==> src/hw/rtl/mec_pkg.sv <==
// Shared constants and types for the escape-time color core.
// Fixed-point widths, iteration block size and register indexes.
// No dependencies.
package mec_pkg;

  // Point and orbit format: signed Q4.28
  localparam int unsigned FRAC_BITS  = 28;
  localparam int unsigned Q_W        = 32;
  // Orbit registers hold one step past the escape radius
  localparam int unsigned Z_W        = 34;
  // Square of a bounded orbit value, unsigned
  localparam int unsigned SQ_W       = 59;
  // Difference of two squares, signed
  localparam int unsigned DIFF_W     = 60;
  localparam int unsigned MUL_W      = 64;
  // Radius 2 in Q4.28, radius squared 4 in Q8.56
  localparam longint      Q_TWO      = 64'sd1 << 29;
  localparam longint      Q56_FOUR   = 64'sd1 << 58;

  // Iterations run in whole blocks of this many
  localparam int unsigned ITER_BLOCK = 10;
  localparam int unsigned BLK_W      = $clog2(ITER_BLOCK + 1);

  // Exact iteration counter and configuration widths
  localparam int unsigned CNT_W      = 17;
  localparam int unsigned MAXIT_W    = 16;
  localparam int unsigned OFF_W      = 10;
  localparam int unsigned OFF_FRAC   = 8;
  localparam int unsigned COL_W      = 12;

  // Palette: index = floor(num * PALETTE / (max * 256)) = floor(num * 3 / max)
  localparam int unsigned PALETTE    = 768;
  localparam int unsigned PAL_TOP    = 767;
  localparam int unsigned PAL_SCALE  = PALETTE / (1 << OFF_FRAC);
  localparam int unsigned COLOR_W    = 10;
  localparam int unsigned NUM_W      = CNT_W + OFF_FRAC + 2;
  localparam int unsigned DIV_CNT_W  = $clog2(COLOR_W);

  // Configuration register indexes
  typedef enum logic [2:0] {
    CFG_START_X  = 3'd0,
    CFG_STEP_X   = 3'd1,
    CFG_ROW_Y    = 3'd2,
    CFG_MAX_ITER = 3'd3,
    CFG_COLOR_OFF = 3'd4
  } cfg_idx_e;

endpackage

==> src/hw/rtl/mandelbrot_escape_color_core.sv <==
// Escape-time point evaluator with smooth palette index, top level.
// Iterates z = z^2 + c on one shared 32x32 multiplier under a sequencer.
// Depends on mec_pkg.

// Each beat on the input carries a pixel column; the core forms
// c = (start_x + column*step_x, row_y), iterates the orbit in blocks of
// ITER_BLOCK and returns one beat with the iteration count and a palette
// index. One item passes the setup states CMUL and CSAT, then XY, UPD,
// SQX, SQY and CHK per iteration while the orbit is bounded (SQX goes to
// STEP in the iteration in which a coordinate leaves the radius), STEP
// once per remaining iteration of the block after escape, then the
// palette divide and the result load. The single multiplier sets the pace,
// as each iteration needs three products from it. A new beat is taken
// only while the sequencer is idle; a finished result may still wait in
// the output register meanwhile. Configuration writes are always ready
// and must only be issued while the core is idle.
module mandelbrot_escape_color_core
  import mec_pkg::*;
(
  input  logic                      clk_i,
  input  logic                      rst_ni,
  // configuration write channel
  input  logic                      cfg_valid_i,
  output logic                      cfg_ready_o,
  input  logic [2:0]                cfg_index_i,
  input  logic [31:0]               cfg_data_i,
  // pixel input
  input  logic                      in_valid_i,
  output logic                      in_stall_o,
  input  logic [COL_W-1:0]          pixel_column_i,
  // result output
  output logic                      out_valid_o,
  input  logic                      out_stall_i,
  output logic [COLOR_W-1:0]        color_index_o,
  output logic [MAXIT_W-1:0]        iteration_count_o
);

  typedef enum logic [3:0] {
    ST_IDLE,
    ST_CMUL,
    ST_CSAT,
    ST_XY,
    ST_UPD,
    ST_SQX,
    ST_SQY,
    ST_CHK,
    ST_STEP,
    ST_CNUM,
    ST_CMUL3,
    ST_COVF,
    ST_DIV,
    ST_FIN
  } state_e;

  localparam logic signed [Z_W-1:0]   Z_TWO     = Z_W'(Q_TWO);
  localparam logic signed [Z_W-1:0]   Z_NTWO    = -Z_TWO;
  localparam logic [DIFF_W-1:0]       ESC_LIMIT = DIFF_W'(Q56_FOUR);
  localparam logic signed [MUL_W-1:0] CR_MAX    = MUL_W'(64'sd2147483647);
  localparam logic signed [MUL_W-1:0] CR_MIN    = -MUL_W'(64'sd2147483648);

  // configuration registers
  logic signed [Q_W-1:0]   start_x_q, step_x_q, row_y_q;
  logic [MAXIT_W-1:0]      max_iter_q;
  logic [OFF_W-1:0]        color_off_q;

  // control state
  state_e                  state_q, state_d;
  logic                    escaped_q, escaped_d;
  logic                    done_q, done_d;
  logic [CNT_W-1:0]        count_q, count_d;
  logic [BLK_W-1:0]        blk_q, blk_d;
  logic [DIV_CNT_W-1:0]    div_cnt_q, div_cnt_d;
  logic                    out_valid_q, out_valid_d;
  logic [COLOR_W-1:0]      color_q, color_d;
  logic [MAXIT_W-1:0]      icount_q, icount_d;

  // datapath registers
  logic [COL_W-1:0]        col_q, col_d;
  logic signed [Q_W-1:0]   cr_q, cr_d;
  logic signed [Z_W-1:0]   zx_q, zx_d, zy_q, zy_d;
  logic [SQ_W-1:0]         sqx_q, sqx_d, sqy_q, sqy_d;
  logic signed [DIFF_W-1:0] diff_q, diff_d;
  logic signed [MUL_W-1:0] mul_q;
  logic signed [NUM_W-1:0] num_q, num_d;
  logic [NUM_W-1:0]        rem_q, rem_d, dvs_q, dvs_d;
  logic [COLOR_W-1:0]      quo_q, quo_d;

  // shared multiplier
  logic signed [Q_W-1:0]   mul_a, mul_b;
  logic signed [MUL_W-1:0] mul_p;

  logic                    in_acc;
  logic                    sum_esc, esc_sel, done_n, blk_last, fin_n;
  logic signed [MUL_W-1:0] cr_sum;

  assign cfg_ready_o       = 1'b1;
  assign in_stall_o        = (state_q != ST_IDLE);
  assign in_acc            = in_valid_i && !in_stall_o;
  assign out_valid_o       = out_valid_q;
  assign color_index_o     = color_q;
  assign iteration_count_o = icount_q;

  // Select multiplier operands for the current step
  always_comb begin
    mul_a = '0;
    mul_b = '0;
    unique case (state_q)
      ST_CMUL: begin
        mul_a = $signed({{(Q_W-COL_W){1'b0}}, col_q});
        mul_b = step_x_q;
      end
      ST_XY: begin
        mul_a = zx_q[Q_W-1:0];
        mul_b = zy_q[Q_W-1:0];
      end
      ST_SQX: begin
        mul_a = zx_q[Q_W-1:0];
        mul_b = zx_q[Q_W-1:0];
      end
      ST_SQY: begin
        mul_a = zy_q[Q_W-1:0];
        mul_b = zy_q[Q_W-1:0];
      end
      ST_CMUL3: begin
        mul_a = $signed({{(Q_W-NUM_W){num_q[NUM_W-1]}}, num_q});
        mul_b = Q_W'(PAL_SCALE);
      end
      default: begin
        mul_a = '0;
        mul_b = '0;
      end
    endcase
  end

  assign mul_p = mul_a * mul_b;

  // Real part before saturation, and escape test on the squared radius
  assign cr_sum  = $signed({{(MUL_W-Q_W){start_x_q[Q_W-1]}}, start_x_q}) + mul_q;
  assign sum_esc = ({1'b0, sqx_q} + {1'b0, mul_q[SQ_W-1:0]}) > ESC_LIMIT;

  // End-of-iteration bookkeeping: note escape or limit, advance counters
  assign esc_sel  = (state_q == ST_CHK) ? sum_esc : escaped_q;
  assign done_n   = done_q || esc_sel || (count_q >= {1'b0, max_iter_q});
  assign blk_last = (blk_q == BLK_W'(ITER_BLOCK - 1));
  assign fin_n    = blk_last && done_n;

  // Sequencer and datapath next values
  always_comb begin
    state_d     = state_q;
    escaped_d   = escaped_q;
    done_d      = done_q;
    count_d     = count_q;
    blk_d       = blk_q;
    div_cnt_d   = div_cnt_q;
    color_d     = color_q;
    icount_d    = icount_q;
    col_d       = col_q;
    cr_d        = cr_q;
    zx_d        = zx_q;
    zy_d        = zy_q;
    sqx_d       = sqx_q;
    sqy_d       = sqy_q;
    diff_d      = diff_q;
    num_d       = num_q;
    rem_d       = rem_q;
    dvs_d       = dvs_q;
    quo_d       = quo_q;
    // drop the result once the sink takes it
    out_valid_d = out_valid_q && out_stall_i;

    unique case (state_q)
      ST_IDLE: begin
        if (in_acc) begin
          col_d     = pixel_column_i;
          zx_d      = '0;
          zy_d      = '0;
          sqx_d     = '0;
          sqy_d     = '0;
          escaped_d = 1'b0;
          done_d    = 1'b0;
          count_d   = '0;
          blk_d     = '0;
          state_d   = ST_CMUL;
        end
      end
      ST_CMUL: begin
        state_d = ST_CSAT;
      end
      ST_CSAT: begin
        // saturate the real part to Q4.28
        if (cr_sum > CR_MAX) begin
          cr_d = CR_MAX[Q_W-1:0];
        end else if (cr_sum < CR_MIN) begin
          cr_d = CR_MIN[Q_W-1:0];
        end else begin
          cr_d = cr_sum[Q_W-1:0];
        end
        state_d = ST_XY;
      end
      ST_XY: begin
        diff_d  = $signed({1'b0, sqx_q}) - $signed({1'b0, sqy_q});
        state_d = ST_UPD;
      end
      ST_UPD: begin
        // floor shifts back to 28 fraction bits; 2xy uses one bit less
        zx_d = Z_W'(diff_q >>> FRAC_BITS)
             + $signed({{(Z_W-Q_W){cr_q[Q_W-1]}}, cr_q});
        zy_d = Z_W'(mul_q >>> (FRAC_BITS - 1))
             + $signed({{(Z_W-Q_W){row_y_q[Q_W-1]}}, row_y_q});
        state_d = ST_SQX;
      end
      ST_SQX: begin
        if (zx_q > Z_TWO || zx_q < Z_NTWO || zy_q > Z_TWO || zy_q < Z_NTWO) begin
          escaped_d = 1'b1;
          state_d   = ST_STEP;
        end else begin
          state_d   = ST_SQY;
        end
      end
      ST_SQY: begin
        sqx_d   = mul_q[SQ_W-1:0];
        state_d = ST_CHK;
      end
      ST_CHK, ST_STEP: begin
        if (state_q == ST_CHK) begin
          sqy_d     = mul_q[SQ_W-1:0];
          escaped_d = sum_esc;
        end
        done_d  = done_n;
        count_d = count_q + CNT_W'(1);
        blk_d   = blk_last ? '0 : blk_q + BLK_W'(1);
        if (fin_n) begin
          state_d = ST_CNUM;
        end else if (esc_sel) begin
          state_d = ST_STEP;
        end else begin
          state_d = ST_XY;
        end
      end
      ST_CNUM: begin
        num_d   = $signed({2'b00, count_q, {OFF_FRAC{1'b0}}})
                - $signed({{(NUM_W-OFF_W){1'b0}}, color_off_q});
        state_d = ST_CMUL3;
      end
      ST_CMUL3: begin
        if (max_iter_q == '0 || num_q <= '0) begin
          quo_d   = '0;
          state_d = ST_FIN;
        end else begin
          state_d = ST_COVF;
        end
      end
      ST_COVF: begin
        // quotient of 1024 or more clamps at once
        if (mul_q >= $signed(MUL_W'({max_iter_q, {COLOR_W{1'b0}}}))) begin
          quo_d   = COLOR_W'(PAL_TOP);
          state_d = ST_FIN;
        end else begin
          rem_d     = mul_q[NUM_W-1:0];
          dvs_d     = NUM_W'({max_iter_q, {(COLOR_W-1){1'b0}}});
          quo_d     = '0;
          div_cnt_d = '0;
          state_d   = ST_DIV;
        end
      end
      ST_DIV: begin
        // one restoring divide step per cycle
        if (rem_q >= dvs_q) begin
          rem_d = rem_q - dvs_q;
          quo_d = {quo_q[COLOR_W-2:0], 1'b1};
        end else begin
          quo_d = {quo_q[COLOR_W-2:0], 1'b0};
        end
        dvs_d     = dvs_q >> 1;
        div_cnt_d = div_cnt_q + DIV_CNT_W'(1);
        if (div_cnt_q == DIV_CNT_W'(COLOR_W - 1)) begin
          state_d = ST_FIN;
        end
      end
      ST_FIN: begin
        // hold until the output register is free
        if (!(out_valid_q && out_stall_i)) begin
          color_d     = (quo_q > COLOR_W'(PAL_TOP)) ? COLOR_W'(PAL_TOP) : quo_q;
          icount_d    = count_q[CNT_W-1] ? {MAXIT_W{1'b1}} : count_q[MAXIT_W-1:0];
          out_valid_d = 1'b1;
          state_d     = ST_IDLE;
        end
      end
      default: begin
        state_d = ST_IDLE;
      end
    endcase
  end

  // State, control and registered outputs
  always_ff @(posedge clk_i or negedge rst_ni) begin
    if (!rst_ni) begin
      state_q     <= ST_IDLE;
      escaped_q   <= 1'b0;
      done_q      <= 1'b0;
      count_q     <= '0;
      blk_q       <= '0;
      div_cnt_q   <= '0;
      out_valid_q <= 1'b0;
      color_q     <= '0;
      icount_q    <= '0;
    end else begin
      state_q     <= state_d;
      escaped_q   <= escaped_d;
      done_q      <= done_d;
      count_q     <= count_d;
      blk_q       <= blk_d;
      div_cnt_q   <= div_cnt_d;
      out_valid_q <= out_valid_d;
      color_q     <= color_d;
      icount_q    <= icount_d;
    end
  end

  // Configuration registers
  always_ff @(posedge clk_i or negedge rst_ni) begin
    if (!rst_ni) begin
      start_x_q   <= -32'sd536870912;
      step_x_q    <= 32'sd262144;
      row_y_q     <= '0;
      max_iter_q  <= MAXIT_W'(1000);
      color_off_q <= OFF_W'(810);
    end else if (cfg_valid_i && cfg_ready_o) begin
      unique case (cfg_index_i)
        CFG_START_X:   start_x_q   <= cfg_data_i;
        CFG_STEP_X:    step_x_q    <= cfg_data_i;
        CFG_ROW_Y:     row_y_q     <= cfg_data_i;
        CFG_MAX_ITER:  max_iter_q  <= cfg_data_i[MAXIT_W-1:0];
        CFG_COLOR_OFF: color_off_q <= cfg_data_i[OFF_W-1:0];
        default: begin
        end
      endcase
    end
  end

  // Datapath registers
  always_ff @(posedge clk_i) begin
    col_q  <= col_d;
    cr_q   <= cr_d;
    zx_q   <= zx_d;
    zy_q   <= zy_d;
    sqx_q  <= sqx_d;
    sqy_q  <= sqy_d;
    diff_q <= diff_d;
    mul_q  <= mul_p;
    num_q  <= num_d;
    rem_q  <= rem_d;
    dvs_q  <= dvs_d;
    quo_q  <= quo_d;
  end

  // Palette index never leaves the palette
  a_color_range: assert property (@(posedge clk_i) disable iff (!rst_ni)
    out_valid_o |-> color_index_o <= COLOR_W'(PAL_TOP))
    else $error("color index above palette top");

  // Escape is sticky until the next pixel
  a_escape_sticky: assert property (@(posedge clk_i) disable iff (!rst_ni)
    escaped_q && !in_acc |=> escaped_q)
    else $error("escape flag dropped mid-pixel");

  // An escaped orbit is frozen
  a_orbit_frozen: assert property (@(posedge clk_i) disable iff (!rst_ni)
    escaped_q && !in_acc |=> $stable(zx_q) && $stable(zy_q))
    else $error("orbit moved after escape");

  // Results only come out at a block boundary once the loop is done
  a_block_end: assert property (@(posedge clk_i) disable iff (!rst_ni)
    state_q == ST_FIN |-> done_q && blk_q == '0)
    else $error("result before end of an iteration block");

  // A free output register takes the result in the next cycle
  a_result_load: assert property (@(posedge clk_i) disable iff (!rst_ni)
    state_q == ST_FIN && !(out_valid_q && out_stall_i) |=>
      out_valid_o && state_q == ST_IDLE)
    else $error("finished result not loaded");

endmodule
==> config.mk <==
export PLATFORM = sky130hd
export DESIGN_NAME = mandelbrot_escape_color_core
export DESIGN_NICKNAME = d
export VERILOG_FILES = /design/src/hw/rtl/mec_pkg.sv /design/src/hw/rtl/mandelbrot_escape_color_core.sv
export SDC_FILE = /design/constraint.sdc
export NUM_CORES = 2
export LEC_CHECK = 0
export BUFFER_PORTS_ARGS = -buffer_cell sky130_fd_sc_hd__buf_2
export CAP_MARGIN = 20
export CORE_MARGIN = 3
export CORE_UTILIZATION = 40
export DETAILED_ROUTE_END_ITERATION = 10
export PLACE_DENSITY = 0.65
export SKIP_CTS_REPAIR_TIMING = 1
export SYNTH_ARGS = -nofsm -noshare
export SYNTH_HDL_FRONTEND = slang
export SYNTH_SLANG_ARGS = --single-unit
export TNS_END_PERCENT = 1
==> constraint.sdc <==
create_clock -name clk_i -period 11.3 [get_ports clk_i]
set_input_delay 2.825 -clock clk_i [delete_from_list [all_inputs] [get_ports clk_i]]
set_output_delay 2.825 -clock clk_i [all_outputs]
set_load 0.005 [all_outputs]
==> results_dict.tcl <==
set metrics [dict create \
    status "completed" \
    tns_ns 0 \
    finalSetupViolations 0 \
    coreArea_um2 181000 \
    placed_cell_area_um2 76800 \
    skew_ns 0.0310 \
    drt_iter0_drc 5945 \
    cts-root-buf "clkbuf_16" \
    start_util_pct 40.3 \
    routed_wl_um 262000 \
    tritoncts "done" \
    first_pass_iters 6 \
    post-route-min-period_ns 10.80 \
    slew_headroom_pct 24.7 \
    die_w_um 433 \
    synth_area_leaders "fa_1 30%, edfxtp_1 14%, ha_1 8.5%" \
    grt_start_max_net_pins 74 \
    clkSinkCount 593 \
    numCtsBuffers 61 \
    synth.avg_cell_area_um2 9.30 \
    ys_types 93 \
    slowest_delay_ns 0.67 \
    grt_pass1_vias 60200 \
    portBuffers 79 \
    crit_required_ns 11.87 \
    grt_pass1_wl_um 390000 \
    endpoint_kind "register" \
    synth-edff-count 349 \
    synth_top_flop_cell "edfxtp_1" \
    fin_crit_sh_pct 95.6 \
    clock_path_buffers 3 \
    antenna_found_initial 28 \
    wire_per_inst_um 25.4 \
    cp_data_arrival_time_ns 11.37 \
    cp_slowest_cell "a2111oi_0" \
    drc 0 \
    ant_nets 0 \
    max-cap-violations 0 \
    synth_seq_area_share_pct 22.3 \
    clkTransAtPathRegs_ns 0.07 \
    maxSlewViolCount 0 \
    synth_top_area_share_pct 29.8 \
    num_vias 58600 \
    ys.warnings.count 0 \
    grt-ovfl-total 0 \
    fp.dieH_um 433 \
    drive_above_1_share_pct 7.72 \
    cts.htree.levels 2 \
    nFillCells 17500 \
    max_freq_ghz 0.0926 \
    gp_congestion 1.01 \
    post-dp-hpwl_um 212000 \
    areaGrowthSynthToFinish_pct 8.39 \
    hp-class "register to register" \
    hold_violations 0 \
    vias_per_cell 5.68 \
    rsz0062_at_grt "no" \
    clk-insertion-delay-late_ns 0.66 \
    cp_common_cell "fa_1" \
    synth_fp_nets 9483 \
    die_area_um2 188000 \
    async_flop_share_pct 30.4 \
    synth_seq_cells 593 \
    final_area_um2 79100 \
    worstPathMaxFanout 32 \
    tightestPinTransition_ns 1.13 \
    grtUsageTotal_pct 28.0 \
    netlist_area_um2 73000 \
    cp-start-kind "register" \
    finalNetCount 9508 \
    core.rowCount 156 \
    yosysTopAreaCell "fa_1" \
    synth_cells 7850 \
    crit_type "register to register" \
    pin_count 81 \
]
## cell usage after synthesis, drive strengths merged (158+ instances only)
master and n:
a21oi 324, and2 177, clkbuf 305, dfrtp 165, edfxtp 349, fa 1087, ha 494, inv 1206
nand2 1057, nor2 729, o21ai 294, xnor2 158
## flip-flops by register name, summed over array words and instances (netlist names), 4 cells and up
signal and flops:
dvs_q 25, num_q 26, start_x_q 32, iteration_count_o 16, state_q 4, max_iter_q 16, quo_q 10, div_cnt_q 4
count_q 17, row_y_q 32, cr_q 32, color_off_q 10, step_x_q 32, color_index_o 10, mul_q 64, sqx_q 59
zx_q 33, rem_q 27, sqy_q 59, blk_q 4, zy_q 34, col_q 12, diff_q 32
## cells in the final DEF (no fill, tap or decap), types with 31 or more instances in the layout
| cell | n |
|---|---|
| a211oi_1 | 31 |
| a21o_1 | 141 |
| a21oi_1 | 320 |
| a22oi_1 | 48 |
| a31oi_1 | 41 |
| and2_1 | 174 |
| buf_2 | 78 |
| buf_4 | 206 |
| clkbuf_16 | 64 |
| dfrtp_1 | 165 |
| dfxtp_1 | 64 |
| edfxtp_1 | 349 |
| fa_1 | 1087 |
| ha_1 | 494 |
| inv_1 | 1206 |
| mux2_2 | 122 |
| nand2_1 | 1054 |
| nand2b_1 | 43 |
| nand3_1 | 88 |
| nand4_1 | 87 |
| nor2_1 | 723 |
| nor2b_1 | 45 |
| nor3_1 | 95 |
| nor4_1 | 57 |
| o21a_1 | 50 |
| o21ai_0 | 256 |
| o21ai_1 | 32 |
| o21bai_1 | 43 |
| xnor2_1 | 158 |
| xor2_1 | 111 |
## per-stage QoR
step | util (%) | worst slack (ns) | instances | hold slack (ns)
detailed placement | 42.4 | 0.558 | 10200 | 0.471
finish | 43.7 | 0.498 | 10300 | 0.486
global route | 43.6 | 0.100 | 10300 | 0.506
global placement | 42.4 | 0.583 | 10200 | 0.460
floorplan | - | 0.273 | 7850 | 0.450
CTS | 43.6 | 0.507 | 10300 | 0.489
## layout make-up
type	count	area (µm²)	share of cell area (%)
multi-input cells	5719	51000	64.4
flip-flops and latches	593	16300	20.6
inverters	1206	4530	5.72
well taps	2370	2970	3.75
repair buffers	294	2130	2.69
clock buffers	83	1720	2.18
clock inverters	31	448	0.566
diodes	20	50.0	0.0633
## metal layers
layer  GRT usage, %  up-vias  wire length (µm)
met3           6.21      623             25000
met2           43.8     2820            117000
met4           12.2       16             14000
li1               -    25600                 -
met1           37.2    29500            105000
met5              0        -               115
## critical path: cells and delay by family (launching register included)
kind / cells / cell delay, ns
AOI/OAI and AO/OA: 11 / 3.26
xor gates and xnor gates: 1 / 0.15
adders and majority gates: 9 / 4.38
buffers and inverters: 8 / 1.15
DFF: 1 / 0.53
and+or+nand+nor: 5 / 1.21
## cell families (layout without fill, tap and decap cells)
family / Yosys count / count (layout) / share of synthesized area [%]
DFF: 593 / 593 / 22.3
other: 1 / 21 / 0.00514
and+or+nand+nor: 2538 / 2538 / 15.5
adders and majority gates: 1581 / 1581 / 38.3
AOI/OAI and AO/OA: 1190 / 1190 / 10.4
buffers and inverters: 1538 / 1614 / 8.05
xor gates and xnor gates: 269 / 269 / 3.23
muxes: 140 / 140 / 2.13
## path summary, 6_finish.rpt
| path | depth (start not counted) | slack, ns | endpoint | startpoint |
|---|---|---|---|---|
| min | 2 | 0.49 | color_index_o[0] | color_index_o[0] |
| max in group asynchronous | 2 | 7.82 | row_y_q[30] | rst_ni |
| max reg2reg | 34 | 0.50 | mul_q[62] | state_q[1] |
| min reg2reg | 2 | 0.49 | color_index_o[0] | color_index_o[0] |
| min in group asynchronous | 1 | 2.19 | step_x_q[7] | rst_ni |
| max | 34 | 0.50 | mul_q[62] | state_q[1] |
Power is left out: the tool's default activity adds up to more than one toggle a clock period on the data nets, which glitch-free logic cannot reach.
